===== src/rtl/rpsv_pkg.sv =====
// shared constants, types and codes for the regular polygon screen vertex block
// used by rpsv_alu and regular_polygon_screen_vertices
package rpsv_pkg;

  localparam int unsigned MAX_SIDES_DEF = 16;

  // field widths
  localparam int unsigned COORD_W = 24;
  localparam int unsigned RADIUS_W = 23;
  localparam int unsigned ANGLE_W = 16;
  localparam int unsigned SIDES_W = 5;
  localparam int unsigned RATIO_W = 24;
  localparam int unsigned HEIGHT_W = 16;
  localparam int unsigned PIXEL_W = 16;
  localparam int unsigned INDEX_W = 4;
  localparam int unsigned CFG_IDX_W = 3;

  // shared multiply-add unit
  localparam int unsigned OPA_W = 35;
  localparam int unsigned OPB_W = 31;
  localparam int unsigned PROD_W = OPA_W + OPB_W;
  localparam int unsigned RES_W = 48;

  // sine polynomial coefficients, Q30
  localparam logic [OPB_W-1:0] SIN_A = 31'd1686629713;
  localparam logic [OPB_W-1:0] SIN_B = 31'd693598668;
  localparam logic [OPB_W-1:0] SIN_C = 31'd85569305;
  localparam logic [OPB_W-1:0] SIN_D = 31'd5026994;
  localparam logic [OPB_W-1:0] SIN_E = 31'd172269;

  // reset values
  localparam logic [RATIO_W-1:0] RATIO_ONE = 24'd65536;
  localparam logic [HEIGHT_W-1:0] HEIGHT_RST = 16'd480;

  typedef enum logic [CFG_IDX_W-1:0] {
    REG_SCALE_X,
    REG_SCALE_Y,
    REG_WINDOW_HEIGHT,
    REG_ZOOM,
    REG_OFFSET_X,
    REG_OFFSET_Y
  } cfg_reg_e;

  // post shift and rounding of the multiply-add unit
  typedef enum logic [1:0] {
    SH_15,
    SH_16,
    SH_30,
    SH_45
  } shift_e;

  typedef struct packed {
    shift_e shift;
    logic   neg;
    logic   sub;
  } alu_op_t;

endpackage


===== src/rtl/rpsv_alu.sv =====
// shared multiply-add unit: registered product with rounding bias, then shift and add
// depends on rpsv_pkg
module rpsv_alu import rpsv_pkg::*; (
  input  logic                    clk_i,
  input  logic                    mul_en_i,
  input  alu_op_t                 op_i,
  input  logic [OPA_W-1:0]        a_i,
  input  logic [OPB_W-1:0]        b_i,
  input  logic signed [RES_W-1:0] addend_i,
  output logic signed [RES_W-1:0] res_o
);

  logic [PROD_W-1:0] half;
  logic [PROD_W-1:0] prod_d;
  logic [PROD_W-1:0] prod_q;
  logic [RES_W-1:0]  shifted;
  logic [RES_W-1:0]  term_p;
  logic [RES_W-1:0]  term_a;

  always_comb begin
    case (op_i.shift)
      SH_15:   half = PROD_W'(1) << 14;
      SH_16:   half = PROD_W'(1) << 15;
      SH_45:   half = PROD_W'(1) << 44;
      default: half = '0;
    endcase
  end

  assign prod_d = PROD_W'(a_i) * PROD_W'(b_i) + half;

  always_ff @(posedge clk_i) begin
    if (mul_en_i) begin
      prod_q <= prod_d;
    end
  end

  always_comb begin
    case (op_i.shift)
      SH_15:   shifted = RES_W'(prod_q >> 15);
      SH_16:   shifted = RES_W'(prod_q >> 16);
      SH_30:   shifted = RES_W'(prod_q >> 30);
      default: shifted = RES_W'(prod_q >> 45);
    endcase
  end

  // addend +/- shifted product, or +/- shifted product minus addend
  assign term_p = op_i.neg ? ~shifted : shifted;
  assign term_a = op_i.sub ? ~addend_i : addend_i;
  assign res_o  = term_p + term_a + RES_W'(op_i.neg) + RES_W'(op_i.sub);

endmodule


===== src/rtl/regular_polygon_screen_vertices.sv =====
// A start request (start high while busy is low) takes one polygon and returns one result
// per vertex, vertex 0 first, each shown for a single cycle with result_valid_o high; the
// receiver cannot hold results off. A polygon keeps busy high through a bit-serial divide for
// the angle step, then through each vertex in turn on the one shared 35 x 31 multiply-add
// unit, which runs 18 operations per vertex (two sine polynomials, radius, scale and zoom)
// plus a magnitude step before each scale and zoom operation.
// Registers are written through cfg_valid_i / cfg_index_i / cfg_data_i, always ready.
// depends on rpsv_pkg and rpsv_alu
module regular_polygon_screen_vertices import rpsv_pkg::*; #(
  parameter int unsigned MAX_SIDES = MAX_SIDES_DEF
) (
  input  logic                       clk_i,
  input  logic                       rst_ni,
  input  logic                       start,
  output logic                       busy,
  input  logic signed [COORD_W-1:0]  center_x_i,
  input  logic signed [COORD_W-1:0]  center_y_i,
  input  logic [RADIUS_W-1:0]        radius_i,
  input  logic [ANGLE_W-1:0]         rotation_i,
  input  logic [SIDES_W-1:0]         sides_i,
  input  logic                       cfg_valid_i,
  output logic                       cfg_ready_o,
  input  logic [CFG_IDX_W-1:0]       cfg_index_i,
  input  logic [RATIO_W-1:0]         cfg_data_i,
  output logic                       result_valid_o,
  output logic signed [PIXEL_W-1:0]  screen_x_o,
  output logic signed [PIXEL_W-1:0]  screen_y_o,
  output logic [INDEX_W-1:0]         vertex_index_o,
  output logic                       last_vertex_o
);

  localparam int unsigned NW = $clog2(MAX_SIDES + 1);
  localparam int unsigned KW = $clog2(MAX_SIDES);
  localparam logic [4:0] DIV_FIRST = 5'd16;

  typedef enum logic [2:0] {
    S_IDLE,
    S_DIV,
    S_MUL,
    S_ADD,
    S_ABS,
    S_OUT
  } state_e;

  typedef enum logic [3:0] {
    OP_X2,
    OP_P1,
    OP_P2,
    OP_P3,
    OP_P4,
    OP_SIN,
    OP_RAD,
    OP_X1,
    OP_XS,
    OP_Y1,
    OP_YS
  } op_e;

  function automatic logic [OPB_W-1:0] quarter_x(input logic [ANGLE_W-1:0] ang);
    logic [14:0] t;
    logic [14:0] u;
    t = {1'b0, ang[13:0]};
    u = ang[14] ? (15'h4000 - t) : t;
    return {u, 16'h0000};
  endfunction

  function automatic logic [PIXEL_W-1:0] to_pixel(input logic signed [45:0] v);
    logic signed [45:0] adj;
    logic signed [37:0] px;
    adj = v + (v[45] ? 46'sd255 : 46'sd0);
    px  = 38'(adj >>> 8);
    if (px > 38'sd32767) begin
      return 16'h7FFF;
    end else if (px < -38'sd32768) begin
      return 16'h8000;
    end else begin
      return px[15:0];
    end
  endfunction

  // configuration
  logic [RATIO_W-1:0]        scale_x_q;
  logic [RATIO_W-1:0]        scale_y_q;
  logic [HEIGHT_W-1:0]       window_height_q;
  logic [RATIO_W-1:0]        zoom_q;
  logic signed [COORD_W-1:0] offset_x_q;
  logic signed [COORD_W-1:0] offset_y_q;

  // sequencer
  state_e          state_q;
  op_e             op_q;
  logic            cs_q;
  logic [KW-1:0]   k_q;
  logic [4:0]      dcnt_q;
  logic            result_valid_q;
  logic [PIXEL_W-1:0] screen_x_q;
  logic [PIXEL_W-1:0] screen_y_q;
  logic [INDEX_W-1:0] vertex_index_q;
  logic            last_vertex_q;

  // datapath
  logic signed [COORD_W-1:0] cx_q;
  logic signed [COORD_W-1:0] cy_q;
  logic [RADIUS_W-1:0]       rad_q;
  logic [ANGLE_W-1:0]        rot_q;
  logic [NW-1:0]             n_q;
  logic [NW-1:0]             rem_q;
  logic [15:0]               dq_q;
  logic [15:0]               step_q;
  logic [NW:0]               srem_q;
  logic [ANGLE_W-1:0]        ang_q;
  logic [OPB_W-1:0]          x_q;
  logic                      qneg_q;
  logic [OPB_W-1:0]          x2_q;
  logic [OPB_W-1:0]          acc_q;
  logic [16:0]               s_q;
  logic signed [26:0]        wx_q;
  logic signed [26:0]        wy_q;
  logic signed [35:0]        t_q;
  logic signed [45:0]        xs_q;
  logic signed [45:0]        ys_q;
  logic [OPA_W-1:0]          mag_q;
  logic                      mneg_q;

  logic [NW-1:0]             n_clamp;
  logic                      accept;
  logic                      last;
  logic                      begin_vertex;
  logic [NW:0]               trial;
  logic                      div_ge;
  logic [NW-1:0]             rem_next;
  logic [NW+1:0]             r_sum;
  logic [NW+1:0]             two_n;
  logic                      step_ge;
  logic [ANGLE_W-1:0]        ang_now;
  logic [ANGLE_W-1:0]        cos_ang;
  logic signed [RES_W-1:0]   abs_src;
  logic signed [RES_W-1:0]   abs_val;

  alu_op_t                   alu_op;
  logic [OPA_W-1:0]          alu_a;
  logic [OPB_W-1:0]          alu_b;
  logic signed [RES_W-1:0]   alu_addend;
  logic signed [RES_W-1:0]   alu_res;

  assign accept      = start && (state_q == S_IDLE);
  assign busy        = (state_q != S_IDLE);
  assign cfg_ready_o = 1'b1;

  always_comb begin
    if (sides_i < 5'd3) begin
      n_clamp = NW'(3);
    end else if (int'(sides_i) > int'(MAX_SIDES)) begin
      n_clamp = NW'(MAX_SIDES);
    end else begin
      n_clamp = NW'(sides_i);
    end
  end

  assign last = ((NW'(k_q) + NW'(1)) == n_q);
  assign begin_vertex = ((state_q == S_DIV) && (dcnt_q == '0)) ||
                        ((state_q == S_OUT) && !last);

  // 65536 / n, one dividend bit per cycle
  assign trial    = {rem_q, (dcnt_q == DIV_FIRST)};
  assign div_ge   = (trial >= {1'b0, n_q});
  assign rem_next = div_ge ? NW'(trial - {1'b0, n_q}) : NW'(trial);

  // round(k * 65536 / n) kept as quotient and remainder over 2n
  assign r_sum   = (NW+2)'(srem_q) + (NW+2)'({rem_q, 1'b0});
  assign two_n   = (NW+2)'({n_q, 1'b0});
  assign step_ge = (r_sum >= two_n);

  assign ang_now = rot_q + step_q;
  assign cos_ang = ang_now + 16'h4000;

  always_comb begin
    case (op_q)
      OP_X1:   abs_src = RES_W'(wx_q);
      OP_Y1:   abs_src = RES_W'(wy_q);
      default: abs_src = RES_W'(t_q);
    endcase
    abs_val = abs_src[RES_W-1] ? -abs_src : abs_src;
  end

  always_comb begin
    alu_op     = '{shift: SH_30, neg: 1'b0, sub: 1'b0};
    alu_a      = OPA_W'(x2_q);
    alu_b      = acc_q;
    alu_addend = '0;
    case (op_q)
      OP_X2: begin
        alu_a = OPA_W'(x_q);
        alu_b = x_q;
      end
      OP_P1: begin
        alu_b      = SIN_E;
        alu_op.neg = 1'b1;
        alu_addend = RES_W'(SIN_D);
      end
      OP_P2: begin
        alu_op.neg = 1'b1;
        alu_addend = RES_W'(SIN_C);
      end
      OP_P3: begin
        alu_op.neg = 1'b1;
        alu_addend = RES_W'(SIN_B);
      end
      OP_P4: begin
        alu_op.neg = 1'b1;
        alu_addend = RES_W'(SIN_A);
      end
      OP_SIN: begin
        alu_a        = OPA_W'(x_q);
        alu_op.shift = SH_45;
      end
      OP_RAD: begin
        alu_a        = OPA_W'(s_q);
        alu_b        = OPB_W'(rad_q);
        alu_op.shift = SH_15;
        alu_op.neg   = qneg_q;
        alu_addend   = cs_q ? RES_W'(cy_q) : RES_W'(cx_q);
      end
      OP_X1: begin
        alu_a        = mag_q;
        alu_b        = OPB_W'(scale_x_q);
        alu_op.shift = SH_16;
        alu_op.neg   = mneg_q;
      end
      OP_XS: begin
        alu_a        = mag_q;
        alu_b        = OPB_W'(zoom_q);
        alu_op.shift = SH_16;
        alu_op.neg   = mneg_q;
        alu_op.sub   = 1'b1;
        alu_addend   = RES_W'(offset_x_q);
      end
      OP_Y1: begin
        alu_a        = mag_q;
        alu_b        = OPB_W'(scale_y_q);
        alu_op.shift = SH_16;
        alu_op.neg   = !mneg_q;
        alu_addend   = RES_W'({window_height_q, 8'h00});
      end
      OP_YS: begin
        alu_a        = mag_q;
        alu_b        = OPB_W'(zoom_q);
        alu_op.shift = SH_16;
        alu_op.neg   = mneg_q;
        alu_op.sub   = 1'b1;
        alu_addend   = RES_W'(offset_y_q);
      end
      default: begin
        alu_a = OPA_W'(x2_q);
      end
    endcase
  end

  rpsv_alu u_alu (
    .clk_i    (clk_i),
    .mul_en_i (state_q == S_MUL),
    .op_i     (alu_op),
    .a_i      (alu_a),
    .b_i      (alu_b),
    .addend_i (alu_addend),
    .res_o    (alu_res)
  );

  always_ff @(posedge clk_i or negedge rst_ni) begin
    if (!rst_ni) begin
      scale_x_q       <= RATIO_ONE;
      scale_y_q       <= RATIO_ONE;
      window_height_q <= HEIGHT_RST;
      zoom_q          <= RATIO_ONE;
      offset_x_q      <= '0;
      offset_y_q      <= '0;
    end else if (cfg_valid_i) begin
      case (cfg_index_i)
        REG_SCALE_X:       scale_x_q       <= cfg_data_i;
        REG_SCALE_Y:       scale_y_q       <= cfg_data_i;
        REG_WINDOW_HEIGHT: window_height_q <= cfg_data_i[HEIGHT_W-1:0];
        REG_ZOOM:          zoom_q          <= cfg_data_i;
        REG_OFFSET_X:      offset_x_q      <= cfg_data_i;
        REG_OFFSET_Y:      offset_y_q      <= cfg_data_i;
        default: ;
      endcase
    end
  end

  always_ff @(posedge clk_i or negedge rst_ni) begin
    if (!rst_ni) begin
      state_q        <= S_IDLE;
      op_q           <= OP_X2;
      cs_q           <= 1'b0;
      k_q            <= '0;
      dcnt_q         <= '0;
      result_valid_q <= 1'b0;
      screen_x_q     <= '0;
      screen_y_q     <= '0;
      vertex_index_q <= '0;
      last_vertex_q  <= 1'b0;
    end else begin
      result_valid_q <= 1'b0;
      case (state_q)
        S_IDLE: begin
          if (start) begin
            state_q <= S_DIV;
            dcnt_q  <= DIV_FIRST;
            k_q     <= '0;
          end
        end
        S_DIV: begin
          dcnt_q <= dcnt_q - 5'd1;
          if (dcnt_q == '0) begin
            state_q <= S_MUL;
            op_q    <= OP_X2;
            cs_q    <= 1'b0;
          end
        end
        S_MUL: begin
          state_q <= S_ADD;
        end
        S_ADD: begin
          case (op_q)
            OP_X2: begin
              op_q    <= OP_P1;
              state_q <= S_MUL;
            end
            OP_P1: begin
              op_q    <= OP_P2;
              state_q <= S_MUL;
            end
            OP_P2: begin
              op_q    <= OP_P3;
              state_q <= S_MUL;
            end
            OP_P3: begin
              op_q    <= OP_P4;
              state_q <= S_MUL;
            end
            OP_P4: begin
              op_q    <= OP_SIN;
              state_q <= S_MUL;
            end
            OP_SIN: begin
              op_q    <= OP_RAD;
              state_q <= S_MUL;
            end
            OP_RAD: begin
              if (!cs_q) begin
                cs_q    <= 1'b1;
                op_q    <= OP_X2;
                state_q <= S_MUL;
              end else begin
                op_q    <= OP_X1;
                state_q <= S_ABS;
              end
            end
            OP_X1: begin
              op_q    <= OP_XS;
              state_q <= S_ABS;
            end
            OP_XS: begin
              op_q    <= OP_Y1;
              state_q <= S_ABS;
            end
            OP_Y1: begin
              op_q    <= OP_YS;
              state_q <= S_ABS;
            end
            default: begin
              state_q <= S_OUT;
            end
          endcase
        end
        S_ABS: begin
          state_q <= S_MUL;
        end
        S_OUT: begin
          result_valid_q <= 1'b1;
          screen_x_q     <= to_pixel(xs_q);
          screen_y_q     <= to_pixel(ys_q);
          vertex_index_q <= INDEX_W'(k_q);
          last_vertex_q  <= last;
          k_q            <= k_q + KW'(1);
          if (last) begin
            state_q <= S_IDLE;
          end else begin
            state_q <= S_MUL;
            op_q    <= OP_X2;
            cs_q    <= 1'b0;
          end
        end
        default: begin
          state_q <= S_IDLE;
        end
      endcase
    end
  end

  always_ff @(posedge clk_i) begin
    if (accept) begin
      cx_q   <= center_x_i;
      cy_q   <= center_y_i;
      rad_q  <= radius_i;
      rot_q  <= rotation_i + 16'h2000;
      n_q    <= n_clamp;
      rem_q  <= '0;
      dq_q   <= '0;
      step_q <= '0;
      srem_q <= (NW+1)'(n_clamp);
    end
    if (state_q == S_DIV) begin
      rem_q <= rem_next;
      dq_q  <= {dq_q[14:0], div_ge};
    end
    // cosine goes first
    if (begin_vertex) begin
      ang_q  <= ang_now;
      x_q    <= quarter_x(cos_ang);
      qneg_q <= cos_ang[15];
    end
    if (state_q == S_ABS) begin
      mag_q  <= OPA_W'(abs_val);
      mneg_q <= abs_val != abs_src;
    end
    if (state_q == S_ADD) begin
      case (op_q)
        OP_X2:  x2_q <= alu_res[OPB_W-1:0];
        OP_SIN: s_q  <= alu_res[16:0];
        OP_RAD: begin
          if (cs_q) begin
            wy_q <= alu_res[26:0];
          end else begin
            wx_q   <= alu_res[26:0];
            x_q    <= quarter_x(ang_q);
            qneg_q <= ang_q[15];
            srem_q <= (NW+1)'(step_ge ? (r_sum - two_n) : r_sum);
            step_q <= step_q + dq_q + 16'(step_ge);
          end
        end
        OP_X1:  t_q  <= alu_res[35:0];
        OP_XS:  xs_q <= alu_res[45:0];
        OP_Y1:  t_q  <= alu_res[35:0];
        OP_YS:  ys_q <= alu_res[45:0];
        default: acc_q <= alu_res[OPB_W-1:0];
      endcase
    end
  end

  assign result_valid_o = result_valid_q;
  assign screen_x_o     = screen_x_q;
  assign screen_y_o     = screen_y_q;
  assign vertex_index_o = vertex_index_q;
  assign last_vertex_o  = last_vertex_q;

  a_start_busy: assert property (@(posedge clk_i) disable iff (!rst_ni)
    start && !busy |=> busy)
    else $error("request accepted but block not busy");

  a_strobe_single: assert property (@(posedge clk_i) disable iff (!rst_ni)
    result_valid_o |=> !result_valid_o)
    else $error("result strobe held for more than one cycle");

  a_mid_busy: assert property (@(posedge clk_i) disable iff (!rst_ni)
    result_valid_o && !last_vertex_o |-> busy)
    else $error("block idle before the final vertex");

  a_last_idle: assert property (@(posedge clk_i) disable iff (!rst_ni)
    result_valid_o && last_vertex_o |-> !busy)
    else $error("block still busy after the final vertex");

endmodule

===== config.mk =====
export PLATFORM = sky130hd
export DESIGN_NAME = regular_polygon_screen_vertices
export DESIGN_NICKNAME = d
export VERILOG_FILES = /design/src/rtl/rpsv_pkg.sv /design/src/rtl/rpsv_alu.sv /design/src/rtl/regular_polygon_screen_vertices.sv
export SDC_FILE = /design/constraint.sdc
export NUM_CORES = 2
export LEC_CHECK = 0
export ABC_AREA = 1
export BUFFER_PORTS_ARGS = -buffer_cell sky130_fd_sc_hd__buf_2
export CAP_MARGIN = 20
export CORE_UTILIZATION = 50
export DETAILED_ROUTE_END_ITERATION = 16
export GPL_ROUTABILITY_DRIVEN = 0
export PLACE_DENSITY = 0.64
export SKIP_CTS_REPAIR_TIMING = 1
export SYNTH_ARGS = -nofsm -noshare
export SYNTH_HDL_FRONTEND = slang
export SYNTH_SLANG_ARGS = --single-unit

===== constraint.sdc =====
create_clock -name clk_i -period 11.1 [get_ports clk_i]
set_input_delay 2.22 -clock clk_i [delete_from_list [all_inputs] [get_ports clk_i]]
set_output_delay 2.22 -clock clk_i [all_outputs]
set_load 0.1 [all_outputs]

==> implementation parameters <==
Parameter                              Value

Outcome
  Status ... completed

Logic synthesis
  Number of unique standard cell types used by synthesis ... 70
  Number of warnings printed during yosys synthesis ... 0
  Yosys top cell area share ... 26.10%
  Sequential area share after synthesis ... 27.35%
  Async set or reset register ratio after synthesis ... 26.45%
  Top cells by area in the synthesized netlist ... fa_1, edfxtp_1, nand2_1
  Post-synthesis sequential element count ... 722
  Gate count after technology mapping ... 8617
  Flip-flop cell with the highest count after synthesis ... edfxtp_1
  Cell area after technology mapping ... 73860 sq um
  Cell type with the largest total area after synthesis ... fa_1
  Post-synth EDFFs ... 478
  Post-Syn Area per Cell ... 8.571 sq um

Clock network
  Sink Count ... 722
  CTS tree ... done
  Clock buffers created by TritonCTS ... 74
  Clk buf depth ... 3
  CTS Root Buffer Type ... clkbuf_16
  Latest clock arrival within the worst-skew pair ... 0.67 ns
  Clock H-tree levels ... 3
  Clock slew at reported path FFs ... 0.07 ns

Setup path
  Setup crit start kind ... register
  Worst path slowest cell ... clkinv_1
  Levels on crit path ... 33
  Critical path required time ... 11.53 ns
  Nature of the critical path endpoint ... register
  Endpoint of the worst register-to-register path ... u_alu.prod_q[65]
  Kind of cell with the highest combined delay on the critical path ... adder cells
  Buffers plus inverters on the worst setup path ... 8
  Highest net fanout along the worst path ... 26
  Peak per-stage delay on the critical path ... 0.79 ns
  Reg2Reg Setup Slack ... 0.38 ns
  Worst reg-to-reg path cell count ... 33
  Critical path type ... register to register
  Worst reg2reg startpoint ... op_q[0]
  Arr. time, crit path ... 11.15 ns

Power
  Net load switching power ... 3697 uW
  Power density normalized to cell area ... 119.6 nW/um^2
  Highest ir drop seen on vdd ... 0.0002287 V
  Leakage ... 0.03920 uW
  Switching portion of total power ... 38.59%
  Internal power component ... 5883 uW
  Comb pwr share ... 33.2%
  Fraction of power consumed by the clock network ... 28.3%
  Proportion of power drawn by flip-flops and latches ... 38.5%

Final layout
  Signed area change from the synthesized netlist to the final layout ... 8.450%
  Fraction of final layout cells with drive strength greater than 1 ... 6.550%
  Final cell count without fillers ... 10.73k
  Nets@finish ... 10.27k
  Total non-filler cell area in the finished layout ... 80100 sq um
  Most common cell after layout, fill and taps aside ... nand2_1
  Fillers ... 13.55k
  Commonest cells after routing, fill and taps aside ... nand2_1, inv_1, fa_1, nor2_1, edfxtp_1

STA
  Final Hold Viols ... 0
  Min Tclk post-route ... 10.72 ns
  Setup_tns ... 0 ns
  Slew HR ... 12.22%
  Slew at the pin closest to its max-slew limit ... 1.317 ns
  Worst Setup Slack, final ... 0.3829 ns
  Slew Limit Fails ... 0
  Tcrit/Tclk final ... 96.55%
  Unrepaired setup endpoints after global routing ... false
  Final setup violation count ... 0
  Worst Skew ... 0.03136 ns
  Maximum clock frequency ... 93.31 MHz

Placement
  IO Port Bufs ... 161
  Cell count after placement ... 10.58k
  Worst setup slack after placement ... 0.7919 ns
  Detail Placement HPWL ... 196700 um
  Total cell area at the placement stage ... 77310 sq um

Global routing
  Number of antenna violations at the first check in global routing ... 18
  Overall routing resource usage ... 34.04%
  Number of global-route vias before repair ... 60.53k
  First-pass GRT wire length ... 375000 um
  Global-route congestion overflow total ... 0
  Maximum number of pins on one net before global-route repair ... 132

Hold path
  Class of the most critical hold timing path ... register to register
  Worst min-delay path startpoint ... vertex_index_o[0]
  Worst hold path depth ... 2
  Hold-critical path endpoint ... vertex_index_o[0]

Detailed routing
  Count of nets left with antenna violations after detail routing ... 0
  Number of iterations in the first detailed-routing pass ... 7
  DRC violation count after routing ... 0
  Post-detailed-route via-to-cell ratio ... 5.761
  Total wire length ... 251100 um
  Average wire length per cell after detail routing ... 23.39 um
  DRC violation total after the first TritonRoute iteration ... 7954
  Number of vias after detailed routing ... 61.83k

Die
  Number of primary I/O pins ... 163
  Area of the core ... 146100 sq um
  Total Die Area ... 149300 sq um
  Die Y ... 386.3 um
  Initial Utilization ... 50.55%
  Overall die width ... 386.3 um
  Number of placement rows ... 140

Flow run
  Max-capacitance violation count ... 0
## Yosys cell counts, types with 14 or more instances
| cell type | number |
|---|---|
| a211oi_1 | 17 |
| a21oi_1 | 298 |
| a221oi_1 | 42 |
| a22o_1 | 18 |
| a22oi_1 | 39 |
| a31oi_1 | 37 |
| buf_2 | 62 |
| clkbuf_1 | 207 |
| clkinv_1 | 26 |
| dfrtp_1 | 184 |
| dfxtp_1 | 53 |
| edfxtp_1 | 478 |
| fa_1 | 963 |
| ha_1 | 439 |
| inv_1 | 1605 |
| inv_2 | 14 |
| mux2i_1 | 26 |
| nand2_1 | 1912 |
| nand3_1 | 262 |
| nand4_1 | 57 |
| nor2_1 | 935 |
| nor3_1 | 90 |
| o21a_1 | 29 |
| o21ai_0 | 340 |
| o21ai_1 | 17 |
| o21ai_2 | 26 |
| o221ai_1 | 21 |
| o22ai_1 | 26 |
| xnor2_1 | 46 |
| xor2_1 | 178 |
## worst register-to-register path, delay by kind of cell (launching register included)
| kind | cells | cell delay, ns |
|---|---|---|
| AO/OA/AOI/OAI | 5 | 1.32 |
| adder cells (fa/ha/maj) | 9 | 4.51 |
| buffers and inverters | 8 | 2.49 |
| flip-flops | 1 | 0.57 |
| AND/OR/NAND/NOR | 11 | 1.61 |
## metal layers
metal	global-route usage [%]	up-vias	part of all wire, %
met5	0	-	0.041
met4	15.81	10	5.6
met3	9.986	684	13
met2	48.65	3663	41
met1	47.50	30329	40
li1	-	27148	-
## metrics by stage
step	hold WS [ns]	utilization, %	power [uW]
2_1_floorplan	0.4378	-	4956
3_3_place_gp	0.4549	52.91	6611
3_5_place_dp	0.4562	52.92	6637
4_1_cts	0.4708	54.70	9350
5_1_grt	0.4973	54.82	9815
6_report	0.4676	54.83	9580
## worst max-delay path by stage
| stage | start | endpoint | slack [ns] |
|---|---|---|---|
| 2_1_floorplan | op_q[1] | u_alu.prod_q[58] | 2.99 |
| 3_3_place_gp | op_q[3] | u_alu.prod_q[58] | 0.90 |
| 3_5_place_dp | op_q[3] | u_alu.prod_q[65] | 0.79 |
| 4_1_cts | op_q[3] | u_alu.prod_q[65] | 0.75 |
| 5_1_grt | op_q[0] | u_alu.prod_q[65] | 0.08 |
| 6_report | op_q[0] | u_alu.prod_q[65] | 0.38 |
## registers in the layout, summed over array words and instances, names as in the netlist, 17 cells and up
signal and cells:
acc_q 31, cx_q 24, cy_q 24, mag_q 35, offset_x_q 24, offset_y_q 24, rad_q 23, s_q 17
scale_x_q 24, scale_y_q 24, t_q 36, u_alu.prod_q 51, wx_q 27, wy_q 27, x2_q 31, x_q 31
xs_q 46, ys_q 46, zoom_q 24
## area by class of cell
class | instances | area [sq um] | area share [%]
multi-input cells | 5991 | 46630 | 58.22
clock inverters | 46 | 539.3 | 0.6733
well taps | 1917 | 2399 | 2.995
diodes | 8 | 20.02 | 0.02499
repair buffers | 313 | 2078 | 2.595
clock buffers | 92 | 2053 | 2.563
flip-flops and latches | 722 | 20200 | 25.22
inverters | 1645 | 6175 | 7.709
## power groups by stage
| stage | sequential, uW | clock, uW | combinational (uW) |
|---|---|---|---|
| finish | 3690 | 2710 | 3180 |
| global route | 3690 | 2830 | 3290 |
| CTS | 3670 | 2730 | 2940 |
| detailed placement | 3720 | 0 | 2910 |
| global placement | 3730 | 0 | 2890 |
| floorplan | 3630 | 0 | 1320 |
## logic make-up after synthesis
group,Yosys count,synth area share (%)
AOI/OAI and AO/OA,977,7.866
xor gates and xnor gates,224,2.656
adders and majority gates,1402,33.54
buffers and inverters,1931,10.02
DFF,722,27.35
muxes,26,0.3524
other,2,0.01017
and+or+nand+nor,3333,18.20
Note: power is estimated with default switching activity, not from simulation.
